<file path="src/rtl/cfe_pkg.sv">
`timescale 1ns / 1ps
`default_nettype none

package cfe_pkg;

   // Characters that steer the parser.
   localparam logic [7:0] CH_NUL   = 8'h00;
   localparam logic [7:0] CH_LF    = 8'h0A;
   localparam logic [7:0] CH_CR    = 8'h0D;
   localparam logic [7:0] CH_QUOTE = 8'h22;
   localparam logic [7:0] CH_COMMA = 8'h2C;

   // Field counter saturates at its all-ones value.
   localparam int unsigned FIELD_COUNT_W = 9;
   localparam logic [FIELD_COUNT_W-1:0] FIELD_COUNT_MAX = '1;

   // Configuration register indexes.
   localparam int unsigned CSR_INDEX_W = 2;
   localparam logic [CSR_INDEX_W-1:0] CSR_FIELD_INDEX  = 2'd0;
   localparam logic [CSR_INDEX_W-1:0] CSR_OUT_CAPACITY = 2'd1;
   localparam int unsigned CSR_DATA_W = 9;

   localparam logic [CSR_DATA_W-1:0] OUT_CAPACITY_RESET = 9'd256;

   // Result kinds.
   localparam logic KIND_CHAR = 1'b0;
   localparam logic KIND_DONE = 1'b1;

   typedef struct packed {
      logic       kind;
      logic [7:0] out_char;
      logic       found;
      logic [7:0] length;
   } result_type;

endpackage

`default_nettype wire

</file>
<file path="src/rtl/cfe_line_parser.sv">
`timescale 1ns / 1ps
`default_nettype none

module cfe_line_parser #(
   parameter int unsigned MAX_CAPACITY = 256
) (
   input  wire logic                               clock,
   input  wire logic                               reset,
   input  wire logic                               step,
   input  wire logic [7:0]                         char_byte,
   input  wire logic [7:0]                         field_index,
   input  wire logic [cfe_pkg::CSR_DATA_W-1:0]     out_capacity,
   output logic                                    has_result,
   output cfe_pkg::result_type                     result
);
   import cfe_pkg::*;

   localparam int unsigned CNT_W = (MAX_CAPACITY > 2) ? $clog2(MAX_CAPACITY) : 1;
   localparam int unsigned CAP_W = $clog2(MAX_CAPACITY + 1);
   localparam int unsigned EW    = ((CAP_W > CSR_DATA_W) ? CAP_W : CSR_DATA_W) + 1;
   localparam logic [EW-1:0] MAX_CAP_EXT = EW'(MAX_CAPACITY);

   logic                     in_quotes_ff, in_quotes_in;
   logic                     quote_pending_ff, quote_pending_in;
   logic                     skip_to_eol_ff, skip_to_eol_in;
   logic [FIELD_COUNT_W-1:0] field_count_ff, field_count_in;
   logic [CNT_W-1:0]         emitted_count_ff, emitted_count_in;

   logic [EW-1:0] cap_ext;
   logic [EW-1:0] eff_cap;
   logic [EW-1:0] emitted_ext;
   logic          is_term;
   logic          selected;
   logic          can_put;
   logic          put_req;
   logic [7:0]    put_char;
   logic          unquoted;

   // Capacity of zero behaves as one, anything above the buffer size as the buffer size.
   assign cap_ext     = EW'(out_capacity);
   assign eff_cap     = (cap_ext == '0) ? EW'(1) :
                        ((cap_ext > MAX_CAP_EXT) ? MAX_CAP_EXT : cap_ext);
   assign emitted_ext = EW'(emitted_count_ff);

   assign is_term  = (char_byte == CH_NUL) || (char_byte == CH_LF) || (char_byte == CH_CR);
   assign selected = (field_count_ff == FIELD_COUNT_W'(field_index));
   assign can_put  = selected && ((emitted_ext + EW'(1)) < eff_cap);

   always_comb begin
      in_quotes_in     = in_quotes_ff;
      quote_pending_in = quote_pending_ff;
      skip_to_eol_in   = skip_to_eol_ff;
      field_count_in   = field_count_ff;
      emitted_count_in = emitted_count_ff;
      has_result       = 1'b0;
      result           = '0;
      put_req          = 1'b0;
      put_char         = char_byte;
      unquoted         = 1'b0;

      if (skip_to_eol_ff) begin
         if (is_term) begin
            in_quotes_in     = 1'b0;
            quote_pending_in = 1'b0;
            skip_to_eol_in   = 1'b0;
            field_count_in   = '0;
            emitted_count_in = '0;
         end
      end else if (is_term) begin
         has_result       = 1'b1;
         result.kind      = KIND_DONE;
         result.found     = selected;
         result.length    = emitted_ext[7:0];
         in_quotes_in     = 1'b0;
         quote_pending_in = 1'b0;
         field_count_in   = '0;
         emitted_count_in = '0;
      end else begin
         if (quote_pending_ff) begin
            quote_pending_in = 1'b0;
            if (char_byte == CH_QUOTE) begin
               put_req  = 1'b1;
               put_char = CH_QUOTE;
            end else begin
               in_quotes_in = 1'b0;
               unquoted     = 1'b1;
            end
         end else if (in_quotes_ff) begin
            if (char_byte == CH_QUOTE) begin
               quote_pending_in = 1'b1;
            end else begin
               put_req = 1'b1;
            end
         end else begin
            unquoted = 1'b1;
         end

         if (unquoted) begin
            if (char_byte == CH_QUOTE) begin
               in_quotes_in = 1'b1;
            end else if (char_byte == CH_COMMA) begin
               if (selected) begin
                  skip_to_eol_in = 1'b1;
                  has_result     = 1'b1;
                  result.kind    = KIND_DONE;
                  result.found   = 1'b1;
                  result.length  = emitted_ext[7:0];
               end else if (field_count_ff != FIELD_COUNT_MAX) begin
                  field_count_in = field_count_ff + FIELD_COUNT_W'(1);
               end
            end else begin
               put_req = 1'b1;
            end
         end

         if (put_req && can_put) begin
            emitted_count_in = emitted_count_ff + CNT_W'(1);
            has_result       = 1'b1;
            result.kind      = KIND_CHAR;
            result.out_char  = put_char;
         end
      end
   end

   always_ff @(posedge clock) begin
      if (reset) begin
         in_quotes_ff     <= 1'b0;
         quote_pending_ff <= 1'b0;
         skip_to_eol_ff   <= 1'b0;
         field_count_ff   <= '0;
         emitted_count_ff <= '0;
      end else if (step) begin
         in_quotes_ff     <= in_quotes_in;
         quote_pending_ff <= quote_pending_in;
         skip_to_eol_ff   <= skip_to_eol_in;
         field_count_ff   <= field_count_in;
         emitted_count_ff <= emitted_count_in;
      end
   end

   // A pending quote can only arise inside quotes.
   assert property (@(posedge clock) disable iff (reset)
      quote_pending_ff |-> in_quotes_ff)
      else $error("quote pending outside quoted mode");

   // Skipping starts only from an unquoted comma.
   assert property (@(posedge clock) disable iff (reset)
      skip_to_eol_ff |-> (!in_quotes_ff && !quote_pending_ff))
      else $error("skipping while in quoted mode");

   // The emitted count stays below the largest buffer size.
   assert property (@(posedge clock) disable iff (reset)
      emitted_ext < MAX_CAP_EXT)
      else $error("emitted count reached the buffer size");

   // Each emitted character bumps the count by exactly one.
   assert property (@(posedge clock) disable iff (reset)
      (step && has_result && (result.kind == KIND_CHAR))
      |=> (emitted_count_ff == $past(emitted_count_ff) + CNT_W'(1)))
      else $error("character emitted without count update");

endmodule

`default_nettype wire

</file>
<file path="src/rtl/csv_field_extractor.sv">
`timescale 1ns / 1ps
`default_nettype none

// CSV field extractor.
// Bytes of one CSV line enter on the req_ channel, one byte per request. For each
// byte the block produces at most one response on the rsp_ channel: either a
// character of the selected field (rsp_kind = 0) or a done marker (rsp_kind = 1)
// carrying whether the field existed and how many characters were passed on.
// Quotes are stripped, a doubled quote inside quotes gives one quote, and commas
// inside quotes are literal. NUL, LF or CR ends the line; after the comma that
// closes the selected field the remainder of the line is swallowed silently.
// The csr_ port sets the field number and the output capacity; write it only
// while the block is idle.
// A response is registered in the cycle after its request is accepted. Throughput
// is one request per cycle while responses are taken, and the line state is updated
// on each accepted request; the response register lets a new request in whenever
// it is empty or being drained in the same cycle. When the receiver stalls with a
// response waiting, req_ready drops until that response is taken.
// Reset clears the line state and the response register, and returns the field
// number to 0 and the capacity to 256.

module csv_field_extractor #(
   parameter int unsigned MAX_CAPACITY = 256
) (
   input  wire logic                              clock,
   input  wire logic                              reset,
   input  wire logic                              req_valid,
   output logic                                   req_ready,
   input  wire logic [7:0]                        req_char_byte,
   output logic                                   rsp_valid,
   input  wire logic                              rsp_ready,
   output logic                                   rsp_kind,
   output logic [7:0]                             rsp_out_char,
   output logic                                   rsp_found,
   output logic [7:0]                             rsp_length,
   input  wire logic                              csr_we,
   input  wire logic [cfe_pkg::CSR_INDEX_W-1:0]   csr_index,
   input  wire logic [cfe_pkg::CSR_DATA_W-1:0]    csr_wdata
);
   import cfe_pkg::*;

   logic [7:0]            field_index_ff;
   logic [CSR_DATA_W-1:0] out_capacity_ff;

   logic       accept;
   logic       has_result;
   result_type result;

   logic       rsp_valid_ff, rsp_valid_in;
   result_type rsp_data_ff;

   // A request is taken when the response register is free or drains this cycle.
   assign req_ready = !rsp_valid_ff || rsp_ready;
   assign accept    = req_valid && req_ready;

   // Configuration registers; writes beyond the list are ignored.
   always_ff @(posedge clock) begin
      if (reset) begin
         field_index_ff  <= '0;
         out_capacity_ff <= OUT_CAPACITY_RESET;
      end else if (csr_we) begin
         unique case (csr_index)
            CSR_FIELD_INDEX:  field_index_ff  <= csr_wdata[7:0];
            CSR_OUT_CAPACITY: out_capacity_ff <= csr_wdata;
            default: ;
         endcase
      end
   end

   cfe_line_parser #(
      .MAX_CAPACITY (MAX_CAPACITY)
   ) u_parser (
      .clock        (clock),
      .reset        (reset),
      .step         (accept),
      .char_byte    (req_char_byte),
      .field_index  (field_index_ff),
      .out_capacity (out_capacity_ff),
      .has_result   (has_result),
      .result       (result)
   );

   // Response register: loaded on every accepted request that yields a result, emptied when taken.
   always_comb begin
      if (accept) begin
         rsp_valid_in = has_result;
      end else if (rsp_ready) begin
         rsp_valid_in = 1'b0;
      end else begin
         rsp_valid_in = rsp_valid_ff;
      end
   end

   always_ff @(posedge clock) begin
      if (reset) begin
         rsp_valid_ff <= 1'b0;
      end else begin
         rsp_valid_ff <= rsp_valid_in;
      end
   end

   always_ff @(posedge clock) begin
      if (accept && has_result) begin
         rsp_data_ff <= result;
      end
   end

   assign rsp_valid    = rsp_valid_ff;
   assign rsp_kind     = rsp_data_ff.kind;
   assign rsp_out_char = rsp_data_ff.out_char;
   assign rsp_found    = rsp_data_ff.found;
   assign rsp_length   = rsp_data_ff.length;

endmodule

`default_nettype wire
</file>
<file path="config.mk">
export PLATFORM = sky130hd
export DESIGN_NAME = csv_field_extractor
export DESIGN_NICKNAME = d
export VERILOG_FILES = /design/src/rtl/cfe_pkg.sv /design/src/rtl/cfe_line_parser.sv /design/src/rtl/csv_field_extractor.sv
export SDC_FILE = /design/constraint.sdc
export NUM_CORES = 1
export LEC_CHECK = 0
export ABC_CLOCK_PERIOD_IN_PS = 5200
export CAP_MARGIN = 20
export CORE_MARGIN = 3
export CORE_UTILIZATION = 25
export CTS_BUF_LIST = sky130_fd_sc_hd__clkbuf_16
export CTS_CLUSTER_SIZE = 20
export DETAILED_ROUTE_END_ITERATION = 6
export DONT_BUFFER_PORTS = 1
export MAX_ROUTING_LAYER = met4
export PLACE_DENSITY = 0.46
export SLEW_MARGIN = 20
export SYNTH_ARGS = -nofsm -noshare
export SYNTH_HDL_FRONTEND = slang
export SYNTH_SLANG_ARGS = --single-unit
</file>
<file path="constraint.sdc">
create_clock -name clock -period 5.2 [get_ports clock]
set_input_delay 1.56 -clock clock [delete_from_list [all_inputs] [get_ports clock]]
set_output_delay 1.56 -clock clock [all_outputs]
set_load 0.02 [all_outputs]
</file>
==> out/qor.log, run 1 <==
qor: status.outcome completed
qor: global_routing.first_global_vias 2063
qor: cts.clockRootBuffer sky130_fd_sc_hd__clkbuf_16
qor: synth.yosys_warnings 0
qor: finish.post_route_cells_drive_above_1_share 7.80%
qor: pwr.worst_voltage_drop_across_the_vdd_grid 0.000124 V
qor: synth.synth_sequential_area_ratio 45.2%
qor: route.vias_per_cell 4.85
qor: setup_path.critPathMostFrequentCell sky130_fd_sc_hd__ha_1
qor: sta.worst-slew-pin-transition 0.989 ns
qor: synth.post_synth.cell_area_avg 9.76 um2
qor: pwr.power.static_leakage 1.15 nW
qor: place.final_weighted_congestion_in_routability_driven_placement 0.778
qor: cts.htreeDepth 2
qor: floorplan.die_w 113 um
qor: setup_path.worst_setup_path_end_kind flop
qor: setup_path.timing.critical_path.depth 11
qor: sta.timing.final.crit_share 76.2%
qor: sta.fin_worst_hold_slack 0.480 ns
qor: sta.report.final.slew_viol_count 0
qor: floorplan.coreArea 11000 um2
qor: synth.ys_async_sr_fraction 0%
qor: route.dr.first_iter.drc_count 73
qor: synth.ys_top_cells_by_count sky130_fd_sc_hd__dfxtp_1 (38), sky130_fd_sc_hd__nor2_1 (30), sky130_fd_sc_hd__nand2_1 (23), sky130_fd_sc_hd__edfxtp_1 (18), sky130_fd_sc_hd__mux2i_1 (17)
qor: global_routing.grt_overflow 0
qor: route.ant_nets 0
qor: finish.antennaDiodeCount 0
qor: cts.hold_buffers_post_cts 0
qor: sta.finClkSkew 0.00425 ns
qor: cts.clock-sinks 56
qor: route.dr.pass1.iters 4
qor: sta.setup-violations-final 0
qor: synth.yosysTopAreaCell sky130_fd_sc_hd__dfxtp_1
qor: sta.hold_viol 0
qor: setup_path.worst_setup_path_start_kind flop
qor: cts.numCtsBuffers 5
qor: min_path.holdCritPathClass reg2reg
qor: setup_path.arrival 3.88 ns
qor: pwr.p_per_area 288 nW/um2
qor: synth.post-synth-top-count-cell sky130_fd_sc_hd__dfxtp_1
qor: synth.number_of_enable_flip_flop_cells_after_synthesis 18
qor: route.drt_wl_total 6.49 mm
qor: sta.setup_total_negative_slack 0 ns
qor: setup_path.crit_path_cell_trace ha_1 > nand3_1 > or2_2 > nor2_1 > ha_1 > and3_1 > a221oi_1 > o211ai_1 > nor2b_1 > o21bai_1 > a21oi_2
qor: global_routing.grtUsageTotal 10.8%
qor: setup_path.critical_path_peak_fanout 18
qor: synth.synth.net_count 330
qor: global_routing.grt_busiest_layer met2
qor: floorplan.design.die.area 12800 um2
qor: min_path.hold_depth 2
qor: setup_path.timing.reg2reg.worst_path_depth 11
qor: floorplan.io-pin-count 44
qor: cts.cts_resized 0
qor: floorplan.initial_utilization 26.1%
qor: global_routing.gr-usage-met1 13.7%
qor: cts.cts_post_setup_buffers_inserted 0
qor: floorplan.placementRows 38
qor: global_routing.grt_pass1_wl 10.8 mm
qor: floorplan.floorplan.die.height 113 um
qor: global_routing.grt_use_met2 16.4%
qor: setup_path.critPathBufInv 0
qor: setup_path.timing.setup.critical_path_class reg2reg
qor: cts.insertion_delay 0.29 ns
qor: synth.ys_top_cells_by_area sky130_fd_sc_hd__dfxtp_1 (26%), sky130_fd_sc_hd__edfxtp_1 (19%), sky130_fd_sc_hd__mux2i_1 (5.9%)
qor: cts.cts_tree built
qor: sta.max_slew_margin 34.0%
qor: finish.layout-area-overhead-vs-synth 9.95%
qor: finish.n_fill_cell 1167
qor: finish.fin_nets 329
qor: synth.synth.cell_area 2880 um2
qor: place.dp.final_hpwl 4.91 mm
qor: synth.synth_top_cell_area_share 26.4%
qor: route.post-route-drc-count 0
qor: global_routing.grt_antenna_before_repair 0
qor: setup_path.critical_path.max_stage_delay 0.76 ns
qor: synth.netlist_instances 295
qor: global_routing.maximum_number_of_pins_on_one_net_before_global_route_repair 30
qor: run.drv.max_cap_violation_count 0
qor: setup_path.critical-path-top-delay-family compound AO/OA/AOI/OAI gates
qor: synth.postSynth.topFlopCell sky130_fd_sc_hd__dfxtp_1
qor: sta.fmaxAchievable 0.252 GHz
qor: global_routing.gr_met3_demand_resource 3.85%
qor: setup_path.cp_data_required_time 5.11 ns
qor: cts.clkSlewWorstSetupHoldPaths 0.07 ns
qor: place.port_buffers 0
qor: synth.synthesized_flop_and_latch_total 56
qor: setup_path.critical-path-slowest-cell sky130_fd_sc_hd__a21oi_2
qor: synth.yosys.cell_types.count 58
qor: sta.min_period 3.96 ns
qor: route.average_wire_length_per_cell_after_detail_routing 14.9 um
qor: route.via_count 2108
qor: sta.unrepaired_setup_endpoints_after_global_routing false
qor: cts.cts_buffer_depth 2
==> metal layers <==
| metal | vias up | wire (um) |
|---|---|---|
| met5 | - | 0 |
| met4 | 0 | 63 |
| met3 | 5 | 382 |
| met2 | 43 | 2830 |
| met1 | 981 | 3210 |
| li1 | 1079 | - |
==> layout make-up <==
| class | instances | area, um2 | area share (%) |
|---|---|---|---|
| well taps | 140 | 175 | 5.53 |
| clock buffers | 5 | 125 | 3.95 |
| flip-flops and latches | 56 | 1300 | 41.1 |
| repair buffers | 1 | 7.51 | 0.237 |
| inverters | 6 | 22.5 | 0.711 |
| multi-input cells | 224 | 1520 | 48.1 |
| clock inverters | 3 | 11.3 | 0.356 |
==> stage by stage <==
stage | std cells | power (mW) | cell area, um2 | utilization [%] | setup WS, ns
global route | 435 | 0.956 | 3170 | 28.7 | 0.933
CTS | 435 | 0.925 | 3160 | 28.7 | 1.15
floorplan | 295 | 0.583 | 2880 | - | 1.48
detailed placement | 427 | 0.601 | 3020 | 27.4 | 1.17
finish | 435 | 0.911 | 3170 | 28.7 | 1.24
global placement | 427 | 0.600 | 3020 | 27.4 | 1.25
==> sequential cells by signal, indices dropped and copies added (netlist names) <==
register	cells
rsp_kind	1
rsp_found	1
u_parser.skip_to_eol_ff	1
u_parser.quote_pending_ff	1
rsp_valid	1
u_parser.emitted_count_ff	8
u_parser.in_quotes_ff	1
field_index_ff	8
out_capacity_ff	9
u_parser.field_count_ff	9
rsp_out_char	8
rsp_length	8
==> power breakdown <==
part	total, mW	switching [mW]	internal (mW)
sequential	0.507	0.0294	0.478
combinational	0.0808	0.0466	0.0341
clock	0.323	0.149	0.174
total	0.911	0.225	0.686
==> worst reg2reg max path, stage by stage, from the launching register on <==
cell	delay (ns)
sky130_fd_sc_hd__dfxtp_1	0.44
sky130_fd_sc_hd__ha_1	0.31
sky130_fd_sc_hd__nand3_1	0.21
sky130_fd_sc_hd__or2_2	0.37
sky130_fd_sc_hd__nor2_1	0.15
sky130_fd_sc_hd__ha_1	0.25
sky130_fd_sc_hd__and3_1	0.21
sky130_fd_sc_hd__a221oi_1	0.32
sky130_fd_sc_hd__o211ai_1	0.23
sky130_fd_sc_hd__nor2b_1	0.24
sky130_fd_sc_hd__o21bai_1	0.10
sky130_fd_sc_hd__a21oi_2	0.76
==> logic make-up (layout without fill, tap and decap cells) <==
group,after synthesis,after routing,synth area share [%]
compound gates,51,51,11.9
xor+xnor,14,14,4.26
fa+ha+maj,11,11,4.78
buf+inv,15,15,2.26
flops,56,56,45.2
mux,18,18,6.30
simple gates,130,130,25.4
==> cell usage in the layout (no fill, tap or decap), types with 5 or more instances in the layout <==
cell type,count
sky130_fd_sc_hd__dfxtp_1,38
sky130_fd_sc_hd__nor2_1,30
sky130_fd_sc_hd__nand2_1,23
sky130_fd_sc_hd__edfxtp_1,18
sky130_fd_sc_hd__mux2i_1,17
sky130_fd_sc_hd__and2_1,16
sky130_fd_sc_hd__nand3_1,13
sky130_fd_sc_hd__a21oi_1,12
sky130_fd_sc_hd__ha_1,11
sky130_fd_sc_hd__xnor2_1,10
sky130_fd_sc_hd__o21ai_0,9
sky130_fd_sc_hd__inv_1,7
sky130_fd_sc_hd__or4_1,5
sky130_fd_sc_hd__nand3b_1,5
sky130_fd_sc_hd__nand4_1,5
sky130_fd_sc_hd__clkbuf_16,5
==> worst paths after layout <==
kind / startpoint / end / slack (ns)
min: u_parser.in_quotes_ff / u_parser.in_quotes_ff / 0.48
min reg2reg: u_parser.in_quotes_ff / u_parser.in_quotes_ff / 0.48
max reg2reg: u_parser.emitted_count_ff[0] / rsp_found / 1.24
max: u_parser.emitted_count_ff[0] / rsp_found / 1.24
(Power assumes the default switching activity.)
==> run 2, diff against run 1 <==
ABC_CLOCK_PERIOD_IN_PS = 3400   (was 5200)
PLACE_DENSITY = 0.48   (was 0.46)
clock period = 3.4 ns   (was 5.2 ns; I/O delays follow)
==> out/qor.log, run 2 (same netlist as run 1, synthesis figures left out) <==
qor: route.average_wire_length_per_cell_after_detail_routing 14.8 um [-0.90%]
qor: sta.setup-violations-final 0 [unchanged]
qor: pwr.power 1.42 mW [+56%]
qor: cts.clock-sinks 56 [unchanged]
qor: global_routing.grt_pass1_wl 11.0 mm [+2.5%]
qor: global_routing.grt_overflow 0 [unchanged]
qor: place.final_weighted_congestion_in_routability_driven_placement 0.788 [+1.2%]
qor: min_path.holdCritPathClass reg2reg
qor: place.detailedPlace.worstSlack 0.0649 ns [-1.10 ns]
qor: route.vias_per_cell 4.84 [about the same]
qor: finish.layout_commonest_cell sky130_fd_sc_hd__dfxtp_1
qor: route.dr.first_iter.drc_count 104 [+42%]
qor: setup_path.worst_setup_path_end_kind flop
qor: cts.htreeDepth 2 [unchanged]
qor: finish.post_route_cells_drive_above_1_share 12.9% [+5.1 points]
qor: min_path.worst_hold_startpoint u_parser.in_quotes_ff
qor: finish.stdcell_area 3290 um2 [+3.8%]
qor: setup_path.arrival 3.34 ns [-0.54 ns]
qor: sta.min_period 3.14 ns [-0.822 ns]
qor: sta.timing.final.crit_share 92.4% [+16 points]
qor: global_routing.grtUsageTotal 11.0% [+0.19 points]
qor: place.detailed_place.area 3100 um2 [+2.6%]
qor: floorplan.placementRows 38 [unchanged]
qor: min_path.hold_end u_parser.in_quotes_ff
qor: cts.insertion_delay 0.29 ns [about the same]
qor: sta.worst-slew-pin-transition 0.880 ns [-0.110 ns]
qor: place.port_buffers 0 [unchanged]
qor: cts.cts_buffer_depth 2 [unchanged]
qor: status.outcome completed
qor: sta.fin_worst_hold_slack 0.477 ns [-0.00291 ns]
qor: finish.layout-area-overhead-vs-synth 14.1%
qor: sta.max_slew_margin 41.1% [+7.1 points]
qor: place.dp.final_hpwl 4.98 mm [+1.4%]
qor: floorplan.design.die.area 12800 um2 [unchanged]
qor: sta.finClkSkew 0.00705 ns [+0.00279 ns]
qor: route.dr.pass1.iters 4 [unchanged]
qor: setup_path.worst_setup_path_start_kind flop
qor: setup_path.timing.setup.critical_path_class reg2reg
qor: setup_path.ff2ff_setup_slack 0.26 ns [-0.98 ns]
qor: sta.fmaxAchievable 0.318 GHz [+26%]
qor: setup_path.timing.rr.end u_parser.emitted_count_ff[4]
qor: global_routing.grt_antenna_before_repair 0 [unchanged]
qor: route.drt_wl_total 6.55 mm [+0.92%]
qor: pwr.power.static_leakage 1.19 nW [+3.6%]
qor: setup_path.cp_data_required_time 3.59 ns [-1.52 ns]
qor: route.ant_nets 0 [unchanged]
qor: floorplan.die_w 113 um [unchanged]
qor: route.via_count 2146 [+1.8%]
qor: cts.hold_buffers_post_cts 0 [unchanged]
qor: setup_path.timing.reg2reg.worst_path_depth 11 [unchanged]
qor: cts.cts_tree built
qor: route.post-route-drc-count 0 [unchanged]
qor: floorplan.coreArea 11000 um2 [unchanged]
qor: global_routing.first_global_vias 2125 [+3.0%]
qor: cts.clkSlewWorstSetupHoldPaths 0.07 ns [about the same]
qor: floorplan.floorplan.die.height 113 um [unchanged]
qor: sta.setup_total_negative_slack 0 ns [unchanged]
qor: pwr.worst_voltage_drop_across_the_vdd_grid 0.000193 V [+56%]
qor: finish.n_fill_cell 1145 [-1.9%]
qor: cts.numCtsBuffers 5 [unchanged]
qor: floorplan.initial_utilization 26.1% [unchanged]
qor: sta.report.final.slew_viol_count 0 [unchanged]
qor: pwr.p_per_area 433 nW/um2 [+51%]
qor: finish.multi_input_comb_area 1560 um2 [+2.1%]
qor: finish.fin_util 29.8% [+1.1 points]
qor: finish.largestRegisters out_capacity_ff: 9 flops, u_parser.field_count_ff: 9 flops
qor: finish.regArea 1310 um2 [+0.48%]
qor: finish.fin_nets 337 [+2.4%]
qor: sta.smallest_setup_slack_after_layout 0.257 ns [-0.978 ns]
qor: run.drv.max_cap_violation_count 0 [unchanged]
qor: finish.antennaDiodeCount 0 [unchanged]
qor: setup_path.critical_path_peak_fanout 6 [-12]
qor: sta.hold_viol 0 [unchanged]
qor: finish.instances_no_fill 443 [+1.8%]
qor: sta.unrepaired_setup_endpoints_after_global_routing false
qor: global_routing.maximum_number_of_pins_on_one_net_before_global_route_repair 30 [unchanged]
qor: setup_path.worst_r2r_startpoint u_parser.emitted_count_ff[0]
qor: min_path.hold_depth 2 [unchanged]
qor: floorplan.io-pin-count 44 [unchanged]
qor: place.dp_cells 435 [+1.9%]
qor: finish.final_cell_mix sky130_fd_sc_hd__dfxtp_1 (35), sky130_fd_sc_hd__nor2_1 (30), sky130_fd_sc_hd__nand2_1 (23)
qor: cts.clockRootBuffer sky130_fd_sc_hd__clkbuf_16
run 2: metal layers:
| metal | part of all wire (%) | GRT usage [%] | up-vias | wire, um |
|---|---|---|---|---|
| li1 | - | - | 1092 | - |
| met1 | 46 | 13.7 | 1004 | 2990 |
| met2 | 47 | 17.5 | 42 | 3110 |
| met3 | 5.6 | 3.16 | 8 | 364 |
| met4 | 1.3 | 2.96 | 0 | 82 |
| met5 | 0 | - | - | 0 |
run 2: layout make-up:
type / count / share of cell area (%)
multi-input combinational: 224 / 47.4
clock buffer: 5 / 3.81
sequential: 56 / 39.8
inverter: 6 / 0.685
tap: 140 / 5.33
timing repair buffer: 9 / 2.44
clock inverter: 3 / 0.609
run 2: how the worst max path moves through the flow:
stage	startpoint	endpoint	cells past startpoint
6_report	u_parser.emitted_count_ff[0]	u_parser.emitted_count_ff[4]	11
3_5_place_dp	u_parser.emitted_count_ff[0]	u_parser.emitted_count_ff[4]	11
3_3_place_gp	u_parser.emitted_count_ff[0]	u_parser.emitted_count_ff[4]	12
2_1_floorplan	u_parser.emitted_count_ff[0]	rsp_found	12
4_1_cts	u_parser.emitted_count_ff[0]	u_parser.emitted_count_ff[4]	11
5_1_grt	u_parser.emitted_count_ff[2]	u_parser.emitted_count_ff[4]	11
run 2: repair_timing:
action / CTS / global route
gates resized for setup: 0 / 9
buffers inserted: 0 / 0
endpoints found under the setup margin: 0 / 20
run 2: worst max-delay path, stage by stage (launching register included):
cell                       delay, ns
sky130_fd_sc_hd__dfxtp_4        0.38
sky130_fd_sc_hd__ha_4           0.16
sky130_fd_sc_hd__nand3_1        0.12
sky130_fd_sc_hd__or2_4          0.28
sky130_fd_sc_hd__nor2_1         0.12
sky130_fd_sc_hd__ha_1           0.25
sky130_fd_sc_hd__and3_1         0.22
sky130_fd_sc_hd__a221oi_2       0.27
sky130_fd_sc_hd__o211ai_1       0.20
sky130_fd_sc_hd__or4b_4         0.62
sky130_fd_sc_hd__a22o_1         0.25
sky130_fd_sc_hd__a21o_1         0.16
run 2: where the power goes:
part	internal (mW)	switching, mW	leakage, nW
sequential	0.731	0.0453	0.486
combinational	0.0642	0.0741	0.635
clock	0.272	0.238	0.0712
total	1.07	0.358	1.19
==> run 3, diff against run 2 <==
CORE_UTILIZATION = 45   (was 25)
PLACE_DENSITY = 0.7   (was 0.48)
TNS_END_PERCENT = 100   (was not set)
==> out/qor.log, run 3 (same netlist as run 1, synthesis figures left out) <==
qor: sta.timing.final.crit_share 94.1% [+1.7 points]
qor: sta.worst-slew-pin-transition 0.706 ns [-0.174 ns]
qor: route.average_wire_length_per_cell_after_detail_routing 15.5 um [+5.0%]
qor: global_routing.first_global_vias 1998 [-6.0%]
qor: setup_path.crit_path_cell_trace ha_4 > nand3_2 > or2_2 > nor2_1 > ha_1 > and3_1 > a221oi_2 > o211ai_1 > or4b_4 > a22o_1 > a21o_1
qor: pwr.p_per_area 445 nW/um2 [+2.7%]
qor: finish.n_fill_cell 542 [-53%]
qor: setup_path.worst_setup_path_start_kind flop
qor: cts.numCtsBuffers 5 [unchanged]
qor: route.dr.pass1.iters 4 [unchanged]
qor: route.via_count 2152 [+0.28%]
qor: setup_path.timing.setup.critical_path_class reg2reg
qor: floorplan.floorplan.die.height 86.0 um [-24%]
qor: finish.post_route_cells_drive_above_1_share 12.3% [-0.54 points]
qor: route.vias_per_cell 5.74 [+18%]
qor: floorplan.coreArea 6060 um2 [-45%]
qor: finish.layout_commonest_cell sky130_fd_sc_hd__dfxtp_1
qor: sta.max_slew_margin 52.8% [+12 points]
qor: sta.setup-violations-final 0 [unchanged]
qor: setup_path.critPathBufInv 0 [unchanged]
qor: finish.regArea 1300 um2 [-0.29%]
qor: pwr.design_internal_power 1.07 mW [about the same]
qor: cts.clkSlewWorstSetupHoldPaths 0.07 ns [about the same]
qor: finish.fin_nets 334 [-0.89%]
qor: floorplan.io-pin-count 44 [unchanged]
qor: floorplan.placementRows 28 [-26%]
qor: route.dr.first_iter.drc_count 114 [+9.6%]
qor: global_routing.grt_overflow 0 [unchanged]
qor: cts.clockRootBuffer sky130_fd_sc_hd__clkbuf_16
qor: floorplan.die_w 86.0 um [-24%]
qor: pwr.p_switching 0.347 mW [-3.1%]
qor: cts.hold_buffers_post_cts 0 [unchanged]
qor: global_routing.maximum_number_of_pins_on_one_net_before_global_route_repair 30 [unchanged]
qor: floorplan.design.die.area 7400 um2 [-42%]
qor: cts.cts_tree built
qor: finish.fin_util 52.4% [+23 points]
qor: finish.largestRegisters out_capacity_ff: 9 flops, u_parser.field_count_ff: 9 flops
qor: min_path.holdCritPathClass reg2reg
qor: cts.htreeDepth 2 [unchanged]
qor: setup_path.arrival 3.39 ns [+0.05 ns]
qor: setup_path.worst_setup_path_end_kind flop
qor: global_routing.grt_antenna_before_repair 0 [unchanged]
qor: setup_path.critical_path_peak_fanout 5 [-1]
qor: global_routing.grt_pass1_wl 9.64 mm [-13%]
qor: finish.multi_input_comb_area 1560 um2 [about the same]
qor: route.drt_wl_total 5.82 mm [-11%]
qor: route.ant_nets 0 [unchanged]
qor: status.outcome completed
qor: sta.min_period 3.20 ns [+0.0574 ns]
qor: run.drv.max_cap_violation_count 0 [unchanged]
qor: sta.fmaxAchievable 0.312 GHz [-1.8%]
qor: global_routing.grtUsageTotal 16.8% [+5.8 points]
qor: place.dp.final_hpwl 4.29 mm [-14%]
qor: setup_path.critical-path-top-delay-family simple AND/OR/NAND/NOR gates
qor: pwr.clk_network_pwr_share 35.4% [-0.4 points]
qor: floorplan.initial_utilization 47.5% [+21 points]
qor: finish.antennaDiodeCount 0 [unchanged]
qor: pwr.switching_share 24.5% [-0.60 points]
qor: place.port_buffers 0 [unchanged]
qor: cts.insertion_delay 0.29 ns [about the same]
qor: sta.unrepaired_setup_endpoints_after_global_routing false
qor: cts.cts_buffer_depth 2 [unchanged]
qor: setup_path.critical-path-slowest-cell sky130_fd_sc_hd__or4b_4
qor: pwr.power_frac_seq 54.8% [+0.3 points]
qor: pwr.power.share.combinational 9.8% [about the same]
qor: sta.report.final.slew_viol_count 0 [unchanged]
qor: pwr.worst_voltage_drop_across_the_vdd_grid 0.000317 V [+64%]
qor: place.final_weighted_congestion_in_routability_driven_placement 0.803 [+1.9%]
qor: setup_path.cp_data_required_time 3.59 ns [about the same]
qor: cts.clock-sinks 56 [unchanged]
qor: pwr.power.static_leakage 1.18 nW [-1.1%]
qor: sta.setup_total_negative_slack 0 ns [unchanged]
qor: sta.finClkSkew 0.00627 ns [-0.000779 ns]
qor: finish.final_cell_mix sky130_fd_sc_hd__dfxtp_1 (36), sky130_fd_sc_hd__nor2_1 (29), sky130_fd_sc_hd__nand2_1 (23)
qor: route.post-route-drc-count 0 [unchanged]
qor: setup_path.critical_path.max_stage_delay 0.56 ns [-0.06 ns]
qor: cts.cts_post_setup_buffers_inserted 0 [unchanged]
qor: finish.layout-area-overhead-vs-synth 10.3%
qor: sta.hold_viol 0 [unchanged]
run 3: cell types whose count changed in the layout (fill, tap and decap cells not counted), moves of 2 or more:
cell	change
sky130_fd_sc_hd__nand3_2	+2
sky130_fd_sc_hd__buf_4	-3
sky130_fd_sc_hd__clkinv_2	+2
sky130_fd_sc_hd__nand3_1	-2
run 3: area by class of cell:
class	instances	share of cell area (%)
inverter	6	0.709
timing repair buffer	6	1.81
multi-input combinational	224	49.0
tap	75	2.95
clock inverter	3	0.591
clock buffer	5	3.94
sequential	56	41.0
run 3: routing by layer:
layer,GRT usage (%),wire length [um],part of all wire (%),up-vias
met1,20.4,2680,46,999
met3,6.63,386,6.6,4
li1,-,-,-,1086
met2,26.3,2710,47,63
met4,3.74,53,0.91,0
met5,-,0,0,-
run 3: power groups by stage:
| stage | Combinational [mW] | Clock [mW] | Sequential (mW) |
|---|---|---|---|
| 2_1_floorplan | 0.108 | 0 | 0.785 |
| 3_3_place_gp | 0.134 | 0 | 0.787 |
| 5_1_grt | 0.155 | 0.546 | 0.779 |
| 6_report | 0.139 | 0.501 | 0.775 |
| 3_5_place_dp | 0.137 | 0 | 0.789 |
| 4_1_cts | 0.137 | 0.513 | 0.774 |
run 3: repair_timing:
item,in CTS,in global routing
setup endpoints to repair,0,21
endpoints found under the hold margin,0,0
resized for setup,0,8
run 3: final timing paths:
check | start | to | cells after the start | slack [ns]
worst max-delay path | u_parser.emitted_count_ff[1] | u_parser.emitted_count_ff[4] | 11 | 0.20
worst min-delay path | u_parser.field_count_ff[8] | u_parser.field_count_ff[8] | 2 | 0.48
worst max register to register | u_parser.emitted_count_ff[1] | u_parser.emitted_count_ff[4] | 11 | 0.20
worst min register to register | u_parser.field_count_ff[8] | u_parser.field_count_ff[8] | 2 | 0.48
run 3: per-stage QoR:
step / area [um2] / hold WS [ns] / power [mW] / std cells / setup slack (ns)
final: 3180 / 0.475 / 1.41 / 375 / 0.200
after global routing: 3180 / 0.490 / 1.48 / 375 / 0.0261
after CTS: 3140 / 0.484 / 1.42 / 375 / 0.000484
after detailed placement: 2990 / 0.474 / 0.926 / 367 / 0.0704
after global placement: 2990 / 0.461 / 0.921 / 367 / 0.174
after floorplan: 2880 / 0.449 / 0.892 / 295 / 0.0941
run 3: worst min-delay path, cell delays in order, from the launching register on:
cell and delay (ns):
sky130_fd_sc_hd__dfxtp_1 0.33, sky130_fd_sc_hd__nand2_1 0.06, sky130_fd_sc_hd__a21oi_1 0.05
